<file path="src/sv/sat_pkg.sv">
// shared types and codes of the sorted address table
package sat_pkg;

  localparam int unsigned KEY_W  = 48;
  localparam int unsigned SIZE_W = 32;
  localparam int unsigned OUT_CNT_W = 7;

  typedef enum logic [1:0] {
    OP_INSERT = 2'd0,
    OP_REMOVE = 2'd1,
    OP_FIND   = 2'd2,
    OP_NONE   = 2'd3
  } opcode_e;

  typedef enum logic [1:0] {
    ST_OK      = 2'd0,
    ST_EMPTY   = 2'd1,
    ST_NOMATCH = 2'd2,
    ST_FULL    = 2'd3
  } status_e;

  typedef enum logic [2:0] {
    IDX_HOLD,
    IDX_TOP,
    IDX_ZERO,
    IDX_INC,
    IDX_DEC
  } idx_op_e;

  typedef struct packed {
    logic [1:0]        opcode;
    logic [KEY_W-1:0]  address;
    logic [SIZE_W-1:0] alloc_size;
  } req_t;

  typedef struct packed {
    logic [1:0]           status;
    logic                 hit;
    logic [KEY_W-1:0]     hit_address;
    logic [SIZE_W-1:0]    hit_size;
    logic [OUT_CNT_W-1:0] entry_count;
  } res_t;

  typedef struct packed {
    logic [KEY_W-1:0]  key;
    logic [SIZE_W-1:0] size;
  } rec_t;

  typedef struct packed {
    logic    load;
    idx_op_e idx_op;
    logic    rd_en;
    logic    rd_next;
    logic    wr_en;
    logic    wr_new;
    logic    wr_up;
    logic    cnt_inc;
    logic    cnt_dec;
    logic    save_hit;
    logic    res_valid;
    status_e res_status;
    logic    res_hit;
    logic    res_addr;
    logic    res_size_ram;
  } cmd_t;

  typedef struct packed {
    logic cnt_zero;
    logic cnt_full;
    logic key_ge;
    logic key_eq;
    logic idx_zero;
    logic idx_last;
    logic shf_last;
    logic is_find;
  } sts_t;

endpackage

</file>
<file path="src/sv/sat_ctrl.sv">
// sequencer for search, shift and result of each request
module sat_ctrl
  import sat_pkg::*;
(
  input  logic       clk_i,
  input  logic       rst_ni,
  input  logic       start_i,
  input  logic [1:0] opcode_i,
  input  sts_t       sts_i,
  output cmd_t       cmd_o,
  output logic       busy_o
);

  localparam logic [2:0] S_IDLE     = 3'd0;
  localparam logic [2:0] S_INS_RD   = 3'd1;
  localparam logic [2:0] S_INS_CMP  = 3'd2;
  localparam logic [2:0] S_INS_HEAD = 3'd3;
  localparam logic [2:0] S_SRCH_RD  = 3'd4;
  localparam logic [2:0] S_SRCH_CMP = 3'd5;
  localparam logic [2:0] S_SHF_RD   = 3'd6;
  localparam logic [2:0] S_SHF_WR   = 3'd7;

  logic [2:0] state_q, state_d;

  assign busy_o = (state_q != S_IDLE);

  always_comb begin
    state_d = state_q;
    cmd_o = '0;
    cmd_o.idx_op = IDX_HOLD;
    cmd_o.res_status = ST_OK;
    unique case (state_q)
      S_IDLE: begin
        if (start_i) begin
          cmd_o.load = 1'b1;
          unique case (opcode_i)
            OP_INSERT: begin
              if (sts_i.cnt_full) begin
                cmd_o.res_valid = 1'b1;
                cmd_o.res_status = ST_FULL;
              end else if (sts_i.cnt_zero) begin
                cmd_o.idx_op = IDX_ZERO;
                state_d = S_INS_HEAD;
              end else begin
                cmd_o.idx_op = IDX_TOP;
                state_d = S_INS_RD;
              end
            end
            OP_REMOVE, OP_FIND: begin
              if (sts_i.cnt_zero) begin
                cmd_o.res_valid = 1'b1;
                cmd_o.res_status = ST_EMPTY;
              end else begin
                cmd_o.idx_op = IDX_ZERO;
                state_d = S_SRCH_RD;
              end
            end
            default: begin
              cmd_o.res_valid = 1'b1;
            end
          endcase
        end
      end
      S_INS_RD: begin
        cmd_o.rd_en = 1'b1;
        state_d = S_INS_CMP;
      end
      S_INS_CMP: begin
        cmd_o.wr_en = 1'b1;
        cmd_o.wr_up = 1'b1;
        if (sts_i.key_ge) begin
          // move this record one slot up and keep looking below
          if (sts_i.idx_zero) begin
            state_d = S_INS_HEAD;
          end else begin
            cmd_o.idx_op = IDX_DEC;
            state_d = S_INS_RD;
          end
        end else begin
          cmd_o.wr_new = 1'b1;
          cmd_o.cnt_inc = 1'b1;
          cmd_o.res_valid = 1'b1;
          state_d = S_IDLE;
        end
      end
      S_INS_HEAD: begin
        cmd_o.wr_en = 1'b1;
        cmd_o.wr_new = 1'b1;
        cmd_o.cnt_inc = 1'b1;
        cmd_o.res_valid = 1'b1;
        state_d = S_IDLE;
      end
      S_SRCH_RD: begin
        cmd_o.rd_en = 1'b1;
        state_d = S_SRCH_CMP;
      end
      S_SRCH_CMP: begin
        if (sts_i.key_eq) begin
          cmd_o.save_hit = 1'b1;
          if (sts_i.is_find) begin
            cmd_o.res_valid = 1'b1;
            cmd_o.res_hit = 1'b1;
            cmd_o.res_addr = 1'b1;
            cmd_o.res_size_ram = 1'b1;
            state_d = S_IDLE;
          end else if (sts_i.idx_last) begin
            cmd_o.cnt_dec = 1'b1;
            cmd_o.res_valid = 1'b1;
            cmd_o.res_hit = 1'b1;
            cmd_o.res_size_ram = 1'b1;
            state_d = S_IDLE;
          end else begin
            state_d = S_SHF_RD;
          end
        end else if (sts_i.idx_last) begin
          cmd_o.res_valid = 1'b1;
          cmd_o.res_status = ST_NOMATCH;
          state_d = S_IDLE;
        end else begin
          cmd_o.idx_op = IDX_INC;
          state_d = S_SRCH_RD;
        end
      end
      S_SHF_RD: begin
        cmd_o.rd_en = 1'b1;
        cmd_o.rd_next = 1'b1;
        state_d = S_SHF_WR;
      end
      S_SHF_WR: begin
        cmd_o.wr_en = 1'b1;
        if (sts_i.shf_last) begin
          cmd_o.cnt_dec = 1'b1;
          cmd_o.res_valid = 1'b1;
          cmd_o.res_hit = 1'b1;
          state_d = S_IDLE;
        end else begin
          cmd_o.idx_op = IDX_INC;
          state_d = S_SHF_RD;
        end
      end
      default: begin
        state_d = S_IDLE;
      end
    endcase
  end

  always_ff @(posedge clk_i or negedge rst_ni) begin
    if (!rst_ni) begin
      state_q <= S_IDLE;
    end else begin
      state_q <= state_d;
    end
  end

endmodule

</file>
<file path="config.mk">
export PLATFORM = sky130hd
export DESIGN_NAME = sat_ctrl
export DESIGN_NICKNAME = d
export VERILOG_FILES = /design/src/sv/sat_pkg.sv /design/src/sv/sat_ctrl.sv
export SDC_FILE = /design/constraint.sdc
export NUM_CORES = 1
export LEC_CHECK = 0
export BUFFER_PORTS_ARGS = -buffer_cell sky130_fd_sc_hd__buf_2
export CORE_MARGIN = 3
export CORE_UTILIZATION = 40
export CTS_CLUSTER_SIZE = 8
export DETAILED_ROUTE_END_ITERATION = 6
export PLACE_DENSITY = 0.71
export SKIP_LAST_GASP = 1
export SLEW_MARGIN = 25
export SYNTH_ARGS = -nofsm -noshare
export SYNTH_HDL_FRONTEND = slang
export SYNTH_SLANG_ARGS = --single-unit
</file>
<file path="constraint.sdc">
create_clock -name clk_i -period 1.4 [get_ports clk_i]
set_clock_uncertainty 0.1 [all_clocks]
set_input_delay 0.07 -clock clk_i [delete_from_list [all_inputs] [get_ports clk_i]]
set_output_delay 0.07 -clock clk_i [all_outputs]
set_load 0.02 [all_outputs]
</file>
==> results of run 1 <==
-- through the flow --
step | hold slack [ps] | setup WS (ps) | instance area (µm²) | utilization | total power [mW]
finish | 51.1 | -352 | 1110 | 0.925 | 2.01
global route | 60.4 | -394 | 1110 | 0.925 | 2.11
CTS | 49.8 | -324 | 1010 | 0.839 | 1.68
detailed placement | -231 | -149 | 831 | 0.692 | 1.22
global placement | -237 | -62.3 | 831 | 0.692 | 1.19
floorplan | -326 | -238 | 597 | - | 0.858
-- routing by layer --
metal	track usage	vias to the layer above	part of all wire
li1	-	368	-
met1	0.260	417	0.38
met2	0.472	54	0.51
met3	0.0373	15	0.054
met4	0.223	0	0.049
met5	0	-	0
-- cell families (layout without fill, tap and decap cells) --
group | Yosys count | after routing | share of synthesized area
compound gates | 24 | 24 | 0.315
fa+ha+maj | 3 | 3 | 0.0671
buf+inv | 10 | 61 | 0.0984
flops | 3 | 3 | 0.134
simple gates | 31 | 31 | 0.385
-- final cells by class --
cell class | instances | share of cell area
Inverter | 5 | 0.0169
Clock buffer | 4 | 0.0236
Timing Repair Buffer | 52 | 0.381
Tap cell | 14 | 0.0158
Multi-Input combinational cell | 58 | 0.494
Sequential cell | 3 | 0.0687
-- cells in the final DEF, fill, tap and decap left out, drive strengths merged, types with 2 or more instances in the layout --
| cell | synthesis | routed |
|---|---|---|
| nor2b | 4 | 4 |
| a21oi | 7 | 7 |
| nor3b | 4 | 4 |
| a221o | 2 | 2 |
| inv | 5 | 5 |
| dfrtp | 3 | 3 |
| and2 | 2 | 2 |
| clkbuf | 0 | 4 |
| nor3 | 2 | 2 |
| and3b | 2 | 2 |
| ha | 3 | 3 |
| nor2 | 3 | 3 |
| nand2 | 3 | 3 |
| buf | 5 | 51 |
| o21ai | 5 | 5 |
| nand2b | 5 | 5 |
-- path summary, 6_finish.rpt --
check                           startpoint         end  slack, ps
worst max-delay path            state_q[1]    cmd_o[1]       -350
worst min-delay path                rst_ni  state_q[2]         50
worst max register to register  state_q[1]  state_q[1]        -30
worst min register to register  state_q[0]  state_q[0]        570
max in group asynchronous           rst_ni  state_q[2]       1030
min in group clk_i                sts_i[5]  state_q[0]        120
-- power by group --
| group | total (mW) | internal [mW] | switching, mW |
|---|---|---|---|
| combinational | 1.67 | 0.862 | 0.812 |
| sequential | 0.182 | 0.127 | 0.0544 |
| clock | 0.157 | 0.107 | 0.0498 |
-- critical path, delay by kind of cell, from the launching register on --
family        cells  cell delay, ps
buf+inv           3             480
flops             1             400
simple gates      2             450
-- repair_timing --
item,CTS,global route
hold buffers,1,0
hold endpoints to repair,3,0
pin swaps,5,3
setup endpoints to repair,21,22
buffers inserted,5,2
gates resized for setup,31,26
gates cloned,1,0
==> flow_results.org, run 1 <==
** Status
- The flow ran to the end, but the final reports show violations.
- The checks that failed: setup timing.

** Timing
- Max transition margin :: 0.770
- Final setup TNS :: -4640 ps
- Setup repair after global routing could not meet its margin everywhere.
- Fin worst setup slack :: -352 ps
- Post-layout min period :: 1750 ps
- Number of max-slew violations in the final report :: 0
- Setup violations remaining at the end of the flow were counted as 22.
- Number of hold-slack violations in the final timing report :: 0
- For the pin with the worst max-slew slack, the measured transition is about 340 ps.
- Final worst-path cycle share :: 1.25
- Derived from the worst setup path, the maximum achievable clock frequency is roughly 570 MHz.

** Clock tree
- Clock slew seen by the registers of the worst setup and hold paths :: approximately 40 ps
- The tree is rooted in a clkbuf_4.
- Clock tree synthesis found a total of 3 sinks.
- TritonCTS built the clock tree.
- CTS built an H-tree with a depth of 1.
- Buffer levels on the longest clock path :: 2
- In this run, CTS created clock tree buffers numbering 3.
- The later pin in the worst-skew pair is clocked with a latency of about 240 ps.

** Critical path
- Worst setup EP type :: output pin
- Logic depth of the worst register-to-register path :: 5
- The slowest stage of the critical path is the dfrtp_1 cell.
- For the worst setup path, the data arrival time is between 1500 and 2000 ps.
- Most common cell type on the critical path :: buf_4
- Traced cell by cell, the critical path runs through buf_4 > buf_4 > and4b_2 > and2_1 > buf_4.
- Crit-path max FO :: 10
- In this design, the stage delay of the slowest critical-path cell is 400 ps.
- Required @ worst endpoint :: 1230 ps
- The worst setup path is of the reg -> out kind.
- STA classifies the critical path startpoint as a register.

** Synth
- Yosys printed 0 warnings.
- Mean Syn Cell Area :: ~7.9 µm²
- Register bit total from synthesis :: 3
- The share of the Yosys chip area taken by registers is 0.134.
- Cell type with the highest aggregate area in the netlist :: dfrtp_1
- Top flip-flop cell by instance count after synthesis :: dfrtp_1
- By instance count, the leading cell after synthesis is a21oi_1.
- After synthesis, the cell types taking the most area are dfrtp_1 13%, ha_1 6.7%, a21oi_1 6.3%, nor3b_1 5.4%, nand2b_1 4.5%.
- Async SR Flop Fraction :: 1.00
- The share of synthesized area in the top cell type comes to 0.134.
- Synthesized instance count :: slightly above 70
- Counting instances in the post-synthesis netlist gives the leading cell types as 7 x a21oi_1, 5 x inv_1, 5 x o21ai_0.
- When the netlist entered floorplanning its net count stood at between 80 and 90.
- After synthesis, the netlist uses 34 different library cells.
- The cell area that synthesis handed to floorplanning was approximately 560 µm².
- Yosys mapped a number of flops with a built-in enable equal to 0.

** Routing
- Summed over all layers, the routed wires come to 2680 µm.
- The routed layout has 854 vias.
- Routed Antenna Nets :: 0
- For this run, design rule violations remaining after detail routing come to 0.
- Dividing the detail-routed via count by the number of cells gives ~6.3.
- The first detailed-routing pass ran for 4 iterations.
- WL per Instance :: 19.7 µm
- DRC marker count from the first detailed-route iteration :: 25

** Power and ir drop
- The analysis attributes to cell leakage a power of about 0.54 nW.
- Worst vdd rail ir drop :: approximately 1.2 mV
- For this design the ratio of total power to cell area is between 1500 and 2000 mW/mm².

** Global route
- Pin count of the biggest net entering global routing :: 13
- Across every metal layer, demand over resource in global routing totals 0.263.
- After global routing the overflow that remains totals 0.
- The first global-routing pass estimated 3710 µm of wire.
- Antenna violations before repair :: 0
- The via count of the first global-routing pass came to 821.

** Finish
- Summing all flip-flop and latch instances after layout gives ~76 µm².
- Share of cells above drive strength 1 :: 0.639
- Total Nets Final :: around 140
- In the final layout, the multi-input gates occupy roughly 550 µm².
- Final std cells w/o fill :: about 140
- Counting flops per register, the top entry is state_q.
- # diodes :: 0
- The largest registers in the layout are state_q x3.
- Total of fill cells in the finished design :: 49
- The register with the most flip-flops in the layout has 3 of them.
- Relative to the synthesized area, the layout overhead comes to 98.7%.

** Die
- Total die area :: 0.00188 mm²
- The initial utilization of the core area, before any placement, comes to 0.466.
- Core ar. :: roughly 0.0012 mm²
- Rows :: 12
- 32 I/O pins were placed.
- Chip width :: around 43 µm
- Die Span Y :: approximately 43 µm

** Placed design
- Routability cong. :: about 0.85
- Number of port buffers :: 31
- Number of instances in the placed design :: ~120
- Detailed placement ended at an HPWL of between 1000 and 1500 µm.

** Min path
- Min-delay worst type :: in -> async

** Flow run
- The tool flagged a number of max-cap violations equal to 0.
No activity file was read; power rests on OpenSTA's default activity.
==> run 2: changes to the inputs <==
PLACE_DENSITY = 0.74   (was 0.71)
==> run 2 against run 1 <==
The run still ends with setup timing left. Combinational power hardly changed. Power hardly changed. Sequential power rose by 7%. Largest cell class unchanged. Largest power group unchanged. Highest routed layer unchanged.
==> flow_results.org, run 2 (synthesis results as in run 1) <==
** Status
- The run finished, with violations left.
- Failing checks :: setup timing

** Finish
- Top library cells by usage in the layout, fill and taps aside :: 23 x buf_4, 19 x buf_6, 12 x buf_2
- Register name with the most flops :: state_q
- Measured on the finished design, the core utilization comes to 0.946.
- In the final layout, the share of cells above drive strength 1 is 0.640.
- Largest registers :: state_q x3
- # diodes :: 0
- Area of all placed cells without fillers :: roughly 0.0011 mm²
- The library cell used most frequently in the layout, excluding fill and tap cells, is buf_4.
- Layout area overhead :: 103%
- Total Nets Final :: 142
- The register with the most flip-flops in the layout has 3 of them.

** Die
- Core ar. :: around 0.0012 mm²
- Total die area :: 0.00188 mm²
- In this run the count of I/O pins placed on the die edge is 32.
- Chip width :: between 40 and 50 µm
- In this run the vertical extent of the chip is about 43 µm.
- Effective utilization at floorplan :: 0.466
- Rows :: 12

** Routing
- Wire length on met3 :: 168 µm
- Via count :: just over 800
- Remaining routing DRC violations :: 0
- Routed wire length :: 2800 µm
- Routed Antenna Nets :: 0
- Vias per cell :: about 6
- DRC marker count from the first detailed-route iteration :: 20
- For this block, wires on met1 add up to around 1100 µm.
- Detailed-router iteration count before antenna repair :: 6
- WL per Instance :: about 20 µm
- After detailed routing, the met2 layer carries 1500 µm of wire.
- Signal routing reaches up to met4.

** Timing
- Timing would allow up to ~570 MHz.
- Post-layout min period :: around 1800 ps
- Headroom to the max-slew limit came out at 0.782.
- Fin worst setup slack :: -368 ps
- Summed over all failing endpoints, the final setup total negative slack is -4920 ps.
- The number of pins exceeding their max-slew limit in the final report came to 0.
- Dividing the final minimum period by the clock period gives 1.26.
- Setup violations remaining at the end of the flow were counted as 22.
- Worst Tran Pin Value :: ~330 ps
- Worst hold slack :: 73.3 ps
- The count of final hold-check violations is 0.
- Unrepaired setup endpoints after global routing :: true

** Global route
- GRT overflow :: 0
- Global router's overall resource usage :: 0.225
- Pin count of the biggest net entering global routing :: 15
- Wire length of the first global-routing pass :: 3350 µm
- The initial antenna violation count came to 0.
- The via count of the first global-routing pass is 756.

** Critical path
- At the worst endpoint, the arrival time is roughly 1600 ps.
- Crit-path max FO :: 6
- Worst setup EP type :: output pin
- Required @ worst endpoint :: approximately 1200 ps
- Kind of start point of the critical path :: register
- Category of the most critical setup path :: reg -> out

** Clock tree
- For this design, the sink count on the clock tree is 3.
- CTS built an H-tree with a depth of 1.
- Clock slew seen by the registers of the worst setup and hold paths :: 40 ps
- Master cell of the clock root buffer :: clkbuf_4
- Counting the buffers created by CTS gives 3.
- The clock reaches the later pin of the worst-skew pair after 230 ps.
- CTS tree :: yes
- Buffer levels on the longest clock path :: 2

** Placed design
- Routability cong. :: ~0.84
- Number of port buffers :: 31
- The wire-length estimate of the detail-placed layout is 1300 µm.
- The placed instances occupy a cell area of 831 µm².

** Flow run
- The tool flagged a number of max-cap violations equal to 0.

** Power and ir drop
- P per Cell Area :: ~1800 mW/mm²
- The design draws 2.01 mW.
- VDD sags by at most between 1 and 1.5 mV.
- Summed over all cells, the static leakage comes to around 0.55 nW.

** Min path
- Min-delay worst type :: in -> async
-- run 2: changes by cell type in the layout (fill, tap and decap cells not counted), moves of 2 or more --
cell     previous run  this run
a21oi_1             3         5
a21oi_2             4         2
buf_6              14        19
nor2_1              3         1
nor2_4              0         2
-- run 2: layout make-up --
cell class,instances,area [µm²]
inverter,5,18.8
tap,14,17.5
fill,35,65.1
multi-input combinational,58,539
clock buffer,4,26.3
sequential,3,77.6
timing repair buffer,55,457
-- run 2: worst paths after layout --
check	startpoint	to	slack, ps	cells after the start
min reg2reg	state_q[2]	state_q[1]	680	3
max reg2reg	state_q[1]	state_q[0]	-150	4
max	state_q[1]	cmd_o[0]	-370	5
max in group asynchronous	rst_ni	state_q[1]	1000	2
min	rst_ni	state_q[2]	70	2
min in group clk_i	sts_i[5]	state_q[0]	130	3
-- run 2: worst max-delay path, stage by stage, from the launching register on --
cell and delay, ps:
dfrtp_2 430, buf_4 170, buf_4 160, and4b_2 320
o21a_1 160, buf_6 120
-- run 2: power breakdown --
group	switching, mW	internal [mW]	total, mW
Combinational	0.807	0.860	1.67
Clock	0.0463	0.107	0.153
Sequential	0.0646	0.129	0.194
-- run 2: what timing repair did --
action,4_1_cts,5_1_grt
resized for setup,36,28
setup endpoints to repair,20,22
hold buffers,1,0
hold endpoints to repair,3,0
pin swaps,8,5
buffers inserted,5,6
-- run 2: metrics by stage --
step,worst slack [ps],std cells
2_1_floorplan,-238,71
3_3_place_gp,-96.8,124
3_5_place_dp,-111,124
4_1_cts,-328,134
5_1_grt,-388,139
6_report,-368,139
-- run 2: per-layer routing --
layer	track usage	vias to the layer above
met5	0	-
met4	0.108	0
met3	0.0290	8
met2	0.383	50
met1	0.275	400
li1	-	371
